<file path="src/sv/mab_pkg.sv">
`timescale 1ns / 1ps

package mab_pkg;

    localparam int HISTORY_DEF     = 256;
    localparam int AVG_PER_RES_DEF = 4;

    localparam int PRICE_W      = 24;
    localparam int FRAC_W       = 8;
    localparam int AVG_W        = PRICE_W + FRAC_W;
    localparam int GROUP_W      = 6;
    localparam int REPORT_SLOTS = 4;

    // widest ring index over the supported history range
    localparam int SLOT_MAX_W = 10;

    localparam int Q_DEPTH = 2;

    typedef struct packed {
        logic                  warm;
        logic [SLOT_MAX_W-1:0] slot;
    } cmd_t;

    typedef struct packed {
        logic                  en;
        logic [SLOT_MAX_W-1:0] addr;
        logic [PRICE_W-1:0]    data;
    } ring_wr_t;

    typedef struct packed {
        logic full;
        logic empty;
    } queue_stat_t;

    typedef struct packed {
        logic full_done;
    } back_stat_t;

endpackage

</file>
<file path="src/sv/mab_queue.sv">
`timescale 1ns / 1ps

module mab_queue (
    input  logic                 clk,
    input  logic                 rst_n,
    input  logic                 push,
    input  mab_pkg::cmd_t        cmd_in,
    input  logic                 pop,
    output mab_pkg::cmd_t        cmd_out,
    output mab_pkg::queue_stat_t stat
);
    import mab_pkg::*;

    localparam int PTR_W = (Q_DEPTH > 1) ? $clog2(Q_DEPTH) : 1;
    localparam int CNT_W = $clog2(Q_DEPTH + 1);

    cmd_t             ent_reg [Q_DEPTH];
    logic [PTR_W-1:0] wr_ptr_reg, wr_ptr_next;
    logic [PTR_W-1:0] rd_ptr_reg, rd_ptr_next;
    logic [CNT_W-1:0] cnt_reg, cnt_next;

    always_comb
    begin
        wr_ptr_next = wr_ptr_reg;
        rd_ptr_next = rd_ptr_reg;
        cnt_next    = cnt_reg;
        if (push)
        begin
            wr_ptr_next = (wr_ptr_reg == PTR_W'(Q_DEPTH - 1)) ? '0 : wr_ptr_reg + 1'b1;
        end
        if (pop)
        begin
            rd_ptr_next = (rd_ptr_reg == PTR_W'(Q_DEPTH - 1)) ? '0 : rd_ptr_reg + 1'b1;
        end
        case ({push, pop})
            2'b10:   cnt_next = cnt_reg + 1'b1;
            2'b01:   cnt_next = cnt_reg - 1'b1;
            default: cnt_next = cnt_reg;
        endcase
    end

    always_ff @(posedge clk or negedge rst_n)
    begin
        if (!rst_n)
        begin
            wr_ptr_reg <= '0;
            rd_ptr_reg <= '0;
            cnt_reg    <= '0;
        end
        else
        begin
            wr_ptr_reg <= wr_ptr_next;
            rd_ptr_reg <= rd_ptr_next;
            cnt_reg    <= cnt_next;
        end
    end

    always_ff @(posedge clk)
    begin
        if (push)
        begin
            ent_reg[wr_ptr_reg] <= cmd_in;
        end
    end

    assign cmd_out    = ent_reg[rd_ptr_reg];
    assign stat.full  = (cnt_reg == CNT_W'(Q_DEPTH));
    assign stat.empty = (cnt_reg == '0);

endmodule

</file>
<file path="config.mk">
export PLATFORM = sky130hd
export DESIGN_NAME = mab_queue
export DESIGN_NICKNAME = d
export VERILOG_FILES = /design/src/sv/mab_pkg.sv /design/src/sv/mab_queue.sv
export SDC_FILE = /design/constraint.sdc
export NUM_CORES = 1
export LEC_CHECK = 0
export BUFFER_PORTS_ARGS = -buffer_cell sky130_fd_sc_hd__buf_2
export CAP_MARGIN = 20
export CORE_MARGIN = 3
export CORE_UTILIZATION = 49
export DETAILED_ROUTE_END_ITERATION = 8
export HOLD_SLACK_MARGIN = 0.03
export PLACE_DENSITY = 0.81
export SYNTH_ARGS = -nofsm -noshare
export SYNTH_HDL_FRONTEND = slang
export SYNTH_SLANG_ARGS = --single-unit
</file>
<file path="constraint.sdc">
create_clock -name clk -period 1.69 [get_ports clk]
set_input_delay 0.169 -clock clk [delete_from_list [all_inputs] [get_ports clk]]
set_output_delay 0.169 -clock clk [all_outputs]
set_load 0.03 [all_outputs]
</file>
==> impl_metrics.env <==
export IMPL_min_period_over_period=0.9494
export IMPL_io_buffers=27
export IMPL_syn_to_final_growth_pct=35.81
export IMPL_setup_violations=0
export IMPL_yosysTopAreaCell="edfxtp_1"
export IMPL_firstDrtPassIters=3
export IMPL_drc_errors=0
export IMPL_cp_arrival_ps=1440
export IMPL_async_flop_share=0.1538
export IMPL_critPathLaunchType="register"
export IMPL_cts_max_level=1
export IMPL_vdd_drop_max_mv=1.012
export IMPL_worst_pin_slew_ps=518.2
export IMPL_die_w_um=50.69
export IMPL_ys_ff_latch=26
export IMPL_grt_pass1_vias=635
export IMPL_p_leak_uw=0.0005345
export IMPL_skew_ps=11.50
export IMPL_power_density_mw_per_mm2=1628
export IMPL_num_antenna_cells=0
export IMPL_cp_end_kind="output pin"
export IMPL_synth_top_area_frac=0.6752
export IMPL_crit_required_ps=1520
export IMPL_path_clk_slew_ps=130
export IMPL_pin_count=28
export IMPL_drv_cap=0
export IMPL_initial_core_util=0.5431
export IMPL_drtIter0Drc=7
export IMPL_synth_area_per_cell_um2=19.57
export IMPL_maxSlewViolCount=0
export IMPL_clock_sinks=26
export IMPL_final_nets=111
export IMPL_root_buffer="clkbuf_4"
export IMPL_tns_ps=0
export IMPL_postLayoutCoreUtil=0.7375
export IMPL_synth_nets=66
export IMPL_grt_overflow=0
export IMPL_hold_viol=0
export IMPL_gp_congestion=0.6677
export IMPL_antenna_found_initial=0
export IMPL_cts_buffers=3
export IMPL_ys_seq_area_frac=0.7775
export IMPL_post_route_min_period_ps=1605
export IMPL_final_area_mm2=0.001329
export IMPL_clockBufferDepth=2
export IMPL_dieArea_mm2=0.002569
export IMPL_grt_pass1_wl_mm=2.891
export IMPL_synth_edff_count=22
export IMPL_vias=558
export IMPL_rows=15
export IMPL_cts_setup_buffers=0
export IMPL_cts_tree="yes"
export IMPL_synth_cell_types=11
export IMPL_core_area_mm2=0.001802
export IMPL_ys_warn_count=0
export IMPL_drive_above_1_share=0.4787
export IMPL_hpwl_mm=1.013
export IMPL_largest_register_ffs=22
export IMPL_max_freq_mhz=623.2
export IMPL_grt_max_degree=16
export IMPL_syn_cell_area_um2=978.4
export IMPL_grt_usage=0.1627
export IMPL_vias_per_cell=4.689
export IMPL_drt_total_wl_mm=1.736
export IMPL_synth_most_common_cell="edfxtp_1"
export IMPL_clkLatencyLatePin_ps=320
export IMPL_synth_area_leaders="edfxtp_1 (68%), mux2_2 (13%), dfrtp_1 (10%)"
export IMPL_dieHeight_um=50.69
export IMPL_synth_cells=50
export IMPL_slew_headroom=0.6545
export IMPL_yosys_top_cells_count="edfxtp_1 (22), mux2_2 (11), dfrtp_1 (4)"
export IMPL_crit_fanout=12
export IMPL_rsz0062_at_grt="no"
export IMPL_synthFlopType="edfxtp_1"
export IMPL_crit_type="register to output pin"
export IMPL_placed_area_mm2=0.001145
export IMPL_hold_class="input port to register"
export IMPL_outcome="finished, final reports clean"
export IMPL_wl_per_cell_um=14.59
export IMPL_final_antenna_net_count=0
[cells by family (layout without fill, tap and decap cells)]
| family | Yosys count | count (layout) | share of synthesized area |
|---|---|---|---|
| fa+ha+maj | 1 | 1 | 0.01279 |
| xor+xnor | 5 | 5 | 0.04477 |
| buf+inv | 2 | 46 | 0.01151 |
| flops | 26 | 26 | 0.7775 |
| mux | 11 | 11 | 0.1266 |
| simple gates | 5 | 5 | 0.02686 |
[worst max-delay path, cell delays in order, from the launching register on]
cell and delay [ps]:
dfrtp_2 560, mux2_2 380, buf_2 180
[through the flow]
stage	hold WS, ps	setup WS (ps)	power [uW]	instances
global placement	-21.39	310.3	1714	102
CTS	36.35	82.21	2165	118
global route	46.29	11.32	2271	119
detailed placement	-18.28	313.0	1729	102
finish	52.31	85.49	2163	119
floorplan	-126.6	420.2	1532	50
[layer usage]
layer / share of wire / track usage
met2: 0.59 / 0.3174
met3: 0.045 / 0.03264
met4: 0.024 / 0.1076
met5: 0 / 0
met1: 0.34 / 0.1465
[repair_timing]
action	in CTS	in global routing
hold buffers	12	1
endpoints found under the hold margin	25	2
endpoints found under the setup margin	11	0
resized for setup	1	0
[where the power goes]
| part | total, uW | internal, uW | switching [uW] |
|---|---|---|---|
| Sequential | 984 | 868 | 117 |
| Clock | 420 | 240 | 180 |
| Combinational | 759 | 303 | 455 |
| Total | 2160 | 1410 | 752 |
[area by class of cell]
type	count	area [um^2]
sequential	26	762.0
fill	131	473.0
timing repair buffer	41	272.8
multi-input combinational	22	206.4
tap	25	31.28
clock inverter	1	30.03
clock buffer	3	22.52
inverter	1	3.754
[layout by cell type (no fill, tap or decap)]
cell type and n:
dlygate4sd3_1 13, dfrtp_1 3, and2_1 1, mux2_2 11
ha_1 1, edfxtp_1 22, xnor2_1 2, nor2_1 3
buf_4 1, xor2_1 3, dfrtp_2 1, inv_1 1
clkbuf_4 3, and2b_2 1, buf_2 27, bufinv_16 1
[path summary, 6_finish.rpt]
kind / end / slack, ps / depth (start not counted) / start
setup / recovery: cmd_out[10] / 90 / 2 / rd_ptr_reg
max in group asynchronous: rd_ptr_reg / 1390 / 2 / rst_n
setup reg to reg: ent_reg[1][0] / 470 / 1 / wr_ptr_reg
min in group asynchronous: cnt_reg[1] / 170 / 2 / rst_n
hold / removal: wr_ptr_reg / 50 / 2 / push
hold reg to reg: cnt_reg[1] / 500 / 1 / cnt_reg[1]
Power figures use the tool's default switching activity.
