### src/sv/mab_pkg.sv
`timescale 1ns / 1ps

package mab_pkg;

    localparam int HISTORY_DEF     = 256;
    localparam int AVG_PER_RES_DEF = 4;

    localparam int PRICE_W      = 24;
    localparam int FRAC_W       = 8;
    localparam int AVG_W        = PRICE_W + FRAC_W;
    localparam int GROUP_W      = 6;
    localparam int REPORT_SLOTS = 4;

    // widest ring index over the supported history range
    localparam int SLOT_MAX_W = 10;

    localparam int Q_DEPTH = 2;

    typedef struct packed {
        logic                  warm;
        logic [SLOT_MAX_W-1:0] slot;
    } cmd_t;

    typedef struct packed {
        logic                  en;
        logic [SLOT_MAX_W-1:0] addr;
        logic [PRICE_W-1:0]    data;
    } ring_wr_t;

    typedef struct packed {
        logic full;
        logic empty;
    } queue_stat_t;

    typedef struct packed {
        logic full_done;
    } back_stat_t;

endpackage

### src/sv/mab_front.sv
`timescale 1ns / 1ps

module mab_front #(
    parameter int HISTORY = mab_pkg::HISTORY_DEF
) (
    input  logic                       clk,
    input  logic                       rst_n,
    input  logic                       price_valid,
    output logic                       price_stall,
    input  logic [mab_pkg::PRICE_W-1:0] price,
    input  mab_pkg::queue_stat_t       q_stat,
    input  mab_pkg::back_stat_t        b_stat,
    output logic                       q_push,
    output mab_pkg::cmd_t              q_cmd,
    output mab_pkg::ring_wr_t          ring_wr
);
    import mab_pkg::*;

    localparam int SLOT_W = $clog2(HISTORY);
    localparam int SEEN_W = $clog2(HISTORY + 1);

    logic [SLOT_W-1:0] slot_reg, slot_next;
    logic [SEEN_W-1:0] seen_reg, seen_next;
    logic              busy_reg, busy_next;
    logic              accept;
    logic              warm;

    // a full word reads the whole ring, so no new sample may land until it is done
    assign price_stall = q_stat.full | busy_reg;
    assign accept      = price_valid & ~price_stall;
    assign warm        = (seen_reg != SEEN_W'(HISTORY));

    always_comb
    begin
        slot_next = slot_reg;
        seen_next = seen_reg;
        busy_next = busy_reg;
        if (accept)
        begin
            slot_next = (slot_reg == SLOT_W'(HISTORY - 1)) ? '0 : slot_reg + 1'b1;
            if (warm)
            begin
                seen_next = seen_reg + 1'b1;
            end
            else
            begin
                busy_next = 1'b1;
            end
        end
        else if (b_stat.full_done)
        begin
            busy_next = 1'b0;
        end
    end

    always_ff @(posedge clk or negedge rst_n)
    begin
        if (!rst_n)
        begin
            slot_reg <= '0;
            seen_reg <= '0;
            busy_reg <= 1'b0;
        end
        else
        begin
            slot_reg <= slot_next;
            seen_reg <= seen_next;
            busy_reg <= busy_next;
        end
    end

    assign q_push       = accept;
    assign q_cmd.warm   = warm;
    assign q_cmd.slot   = SLOT_MAX_W'(slot_reg);
    assign ring_wr.en   = accept;
    assign ring_wr.addr = SLOT_MAX_W'(slot_reg);
    assign ring_wr.data = price;

endmodule

### config.mk
export PLATFORM = sky130hd
export DESIGN_NAME = mab_front
export DESIGN_NICKNAME = d
export VERILOG_FILES = /design/src/sv/mab_pkg.sv /design/src/sv/mab_front.sv
export SDC_FILE = /design/constraint.sdc
export NUM_CORES = 1
export LEC_CHECK = 0
export BUFFER_PORTS_ARGS = -buffer_cell sky130_fd_sc_hd__buf_2
export CORE_MARGIN = 2
export CORE_UTILIZATION = 39
export CTS_BUF_LIST = sky130_fd_sc_hd__clkbuf_4
export DETAILED_ROUTE_END_ITERATION = 16
export PLACE_DENSITY_LB_ADDON = 0.08
export RECOVER_POWER = 50
export REMOVE_ABC_BUFFERS = 1
export SETUP_SLACK_MARGIN = 0.1
export SLEW_MARGIN = 10
export SYNTH_ARGS = -nofsm -noshare
export SYNTH_HDL_FRONTEND = slang
export SYNTH_SLANG_ARGS = --single-unit
### constraint.sdc
create_clock -name clk -period 1.6 [get_ports clk]
set_input_delay 0 -clock clk [delete_from_list [all_inputs] [get_ports clk]]
set_output_delay 0 -clock clk [all_outputs]
set_load 0.005 [all_outputs]
==> insert_results.sql <==
INSERT INTO impl_metrics (metric_group, metric, value, unit) VALUES
('run', 'cap_viol_max_count', '0', ''),
('run_status', 'run_status', 'finished, violations left', ''),
('global_route', 'grt_util_all_layers', '0.167', ''),
('floorplan', 'floorplan.die_area', '3450', 'um2'),
('placement', 'gpl.final_weighted_congestion', '0.740', ''),
('critical_path', 'critical_path_capture_point_type', 'primary output', ''),
('power_and_ir_drop', 'peakVddDrop', '662', 'uV'),
('cells_and_area', 'n_antenna_cell', '0', ''),
('logic_synthesis', 'ys_ff_latch', '18', ''),
('run_status', 'failed_checks', 'design-rule violations', ''),
('routing', 'antenna_violating_nets_post_route', '0', ''),
('placement', 'port_buffers', '24', ''),
('power_and_ir_drop', 'cellPowerDensity', '1230', 'nW/um2'),
('logic_synthesis', 'synth-edff-count', '0', ''),
('clock_tree', 'worst_skew_pair.late_latency', '0.29', 'ns'),
('placement', 'placed_cells', '148', ''),
('global_route', 'gr-total-overflow', '0', ''),
('logic_synthesis', 'netlist_area', '1170', 'um2'),
('cells_and_area', 'largest_register_ff_count', '9', ''),
('sta', 'slew_violations', '0', ''),
('sta', 'finalCritPeriodShare', '0.930', ''),
('clock_tree', 'clkSlewWorstSetupHoldPaths', '0.11', 'ns'),
('routing', 'drt_first_iter_violations', '17', ''),
('logic_synthesis', 'synth_sequential_area_ratio', '0.385', ''),
('logic_synthesis', 'synth.area.top_cells', 'sky130_fd_sc_hd__dfrtp_1 39%, sky130_fd_sc_hd__buf_4 24%, sky130_fd_sc_hd__xnor2_1 7.5%, sky130_fd_sc_hd__nand4_1 4.3%, sky130_fd_sc_hd__ha_1 3.2%', ''),
('sta', 'slew_at_the_pin_with_the_worst_max_slew_slack', '1.03', 'ns'),
('logic_synthesis', 'ys.flop_type', 'sky130_fd_sc_hd__dfrtp_1', ''),
('logic_synthesis', 'netlist.area_leader.share', '0.385', ''),
('sta', 'tns', '0', 'ns'),
('critical_path', 'startpoint_kind_of_the_worst_setup_timing_path', 'flip-flop', ''),
('worst_hold_path', 'hold_class', 'in2out', ''),
('placement', 'detailed_place_hpwl', '2040', 'um'),
('cells_and_area', 'final_layout_size_suffix_gt1_frac', '0.429', ''),
('routing', 'dr_total_vias', '838', ''),
('critical_path', 'timing_worst_setup_path_type', 'reg2out', ''),
('floorplan', 'chipHeight', '58.8', 'um'),
('sta', 'max_freq', '672', 'MHz'),
('sta', 'min_period', '1.49', 'ns'),
('routing', 'postRouteWirelength', '2770', 'um'),
('sta', 'hold_violations', '0', ''),
('clock_tree', 'max-clock-path-buffers', '2', ''),
('critical_path', 'critical_path_required', '1.60', 'ns'),
('global_route', 'grt_max_degree', '19', ''),
('logic_synthesis', 'synth_common_cells', '38 x sky130_fd_sc_hd__buf_4, 18 x sky130_fd_sc_hd__dfrtp_1, 10 x sky130_fd_sc_hd__nand2_1, 10 x sky130_fd_sc_hd__xnor2_1, 8 x sky130_fd_sc_hd__nand4_1', ''),
('global_route', 'initial_antenna_violation_count', '0', ''),
('cells_and_area', 'syn_to_final_growth', '6.74', '%'),
('clock_tree', 'tritoncts_num_sinks', '18', ''),
('clock_tree', 'cts_inserted_buffers', '3', ''),
('critical_path', 'cp_data_arrival_time', '1.49', 'ns'),
('critical_path', 'maximum_fanout_encountered_on_the_critical_timing_path', '3', ''),
('cells_and_area', 'num-nets-final', '161', ''),
('floorplan', 'start_util', '0.417', ''),
('sta', 'maxSlewHeadroom', '0.313', ''),
('logic_synthesis', 'netlist-cell-type-count', '27', ''),
('sta', 'rsz_0062_raised_after_global_routing', 'yes', ''),
('cells_and_area', 'layout.cells.non_filler', '157', ''),
('routing', 'avgRoutedWirePerCell', '17.6', 'um'),
('logic_synthesis', 'ys.warnings.count', '0', ''),
('global_route', 'first_pass_grt_wire_length', '4170', 'um'),
('floorplan', 'die-width', '58.8', 'um'),
('floorplan', 'row_count', '19', ''),
('routing', 'post_drt_via_cell_ratio', '5.34', ''),
('floorplan', 'floorplan.core_area', '2810', 'um2'),
('floorplan', 'io-pin-count', '78', ''),
('routing', 'dr.pass1.iters', '10', ''),
('clock_tree', 'cts_tree', 'done', ''),
('global_route', 'first_global_vias', '826', ''),
('clock_tree', 'clock_tree.htree_level_count', '1', ''),
('sta', 'setup_violations', '0', ''),
('logic_synthesis', 'synthCells', '122', ''),
('logic_synthesis', 'synthesis.area_per_instance', '9.59', 'um2'),
('logic_synthesis', 'yosys.cell_count.top_type', 'sky130_fd_sc_hd__buf_4', ''),
('logic_synthesis', 'postSynth.asyncResetShare', '1.00', ''),
('routing', 'detail_route.drc_violations', '5', ''),
('clock_tree', 'clk_root_buffer_cell', 'sky130_fd_sc_hd__clkbuf_4', ''),
('power_and_ir_drop', 'power.leakage', '0.597', 'nW'),
('sta', 'finalClockSkew', '0.0123', 'ns'),
('logic_synthesis', 'synth_top_area_cell', 'sky130_fd_sc_hd__dfrtp_1', '');
==> final timing paths <==
kind,startpoint,to,slack [ns],cells past startpoint
max,seen_reg[0],q_cmd[10],0.11,6
min,price[10],ring_wr[10],0.00009,0
max reg2reg,seen_reg[0],seen_reg[2],0.14,5
min reg2reg,seen_reg[8],seen_reg[8],0.48,1
max in group asynchronous,rst_n,seen_reg[7],0.57,2
min in group asynchronous,rst_n,slot_reg[4],0.40,2
==> timing repair <==
item                                   in CTS  in global routing
hold buffers                                2                  0
endpoints found under the hold margin      19                  0
buffers inserted                            2                  2
setup endpoints to repair                  14                 10
gates resized for setup                     6                 14
pin swaps                                   2                  5
==> critical path, cell delays in order (launching register included) <==
cell and delay, ns:
sky130_fd_sc_hd__dfrtp_1 0.42, sky130_fd_sc_hd__inv_2 0.09, sky130_fd_sc_hd__ha_4 0.12, sky130_fd_sc_hd__nor4b_4 0.23, sky130_fd_sc_hd__buf_4 0.17, sky130_fd_sc_hd__nand2_2 0.04
sky130_fd_sc_hd__buf_2 0.12
==> power breakdown <==
part	switching [mW]	total (mW)	internal [mW]
logic	0.243	0.561	0.319
clock network	0.139	0.226	0.0873
registers	0.179	0.752	0.573
total	0.560	1.54	0.979
==> final cells by class <==
cell class / instances / area (um2)
clock buffers: 3 / 22.5
fillers: 283 / 1560
inverters: 5 / 21.3
multi-input cells: 62 / 473
flip-flops and latches: 18 / 450
well taps: 31 / 38.8
repair buffers: 38 / 243
==> cells by family after synthesis <==
group / Yosys count / share of synthesized area
buffers and inverters: 45 / 0.274
AND/OR/NAND/NOR: 33 / 0.164
flip-flops: 18 / 0.385
AO/OA/AOI/OAI: 11 / 0.0578
XOR/XNOR: 10 / 0.0749
adder cells (fa/ha/maj): 3 / 0.0321
other: 1 / 0.00321
multiplexers: 1 / 0.00962
==> placed cells by master, fill, tap and decap left out, types with 2 or more instances in the layout <==
cell type	Yosys	final
sky130_fd_sc_hd__dlygate4sd3_1	0	2
sky130_fd_sc_hd__a21oi_2	0	2
sky130_fd_sc_hd__clkbuf_4	0	3
sky130_fd_sc_hd__ha_1	3	2
sky130_fd_sc_hd__nand3_1	2	2
sky130_fd_sc_hd__nand4_1	8	8
sky130_fd_sc_hd__nand2_1	10	9
sky130_fd_sc_hd__and3_1	4	4
sky130_fd_sc_hd__buf_6	1	3
sky130_fd_sc_hd__dfrtp_1	18	18
sky130_fd_sc_hd__conb_1	1	4
sky130_fd_sc_hd__xnor2_1	10	10
sky130_fd_sc_hd__o21ai_0	3	3
sky130_fd_sc_hd__inv_2	0	2
sky130_fd_sc_hd__buf_2	1	22
sky130_fd_sc_hd__buf_4	38	10
sky130_fd_sc_hd__inv_1	5	2
==> routing by layer <==
layer	track usage	share of wire	up-vias
met2	0.229	0.44	48
li1	-	-	380
met1	0.221	0.43	410
met4	0.0390	0	0
met5	0	0	-
met3	0.108	0.13	0
==> stage by stage <==
| stage | worst slack [ns] | total power [mW] | hold WS [ns] | instance area [um2] | utilization |
|---|---|---|---|---|---|
| 2_1_floorplan | 0.0427 | 0.936 | -0.296 | 880 | - |
| 3_3_place_gp | 0.0510 | 1.16 | -0.0380 | 1100 | 0.392 |
| 3_5_place_dp | 0.0246 | 1.17 | -0.0403 | 1100 | 0.392 |
| 4_1_cts | 0.0864 | 1.49 | 0.000143 | 1180 | 0.421 |
| 5_1_grt | 0.0355 | 1.67 | 0.0000647 | 1250 | 0.445 |
| 6_report | 0.112 | 1.54 | 0.0000852 | 1250 | 0.445 |
Note: power is estimated with default switching activity, not from simulation.
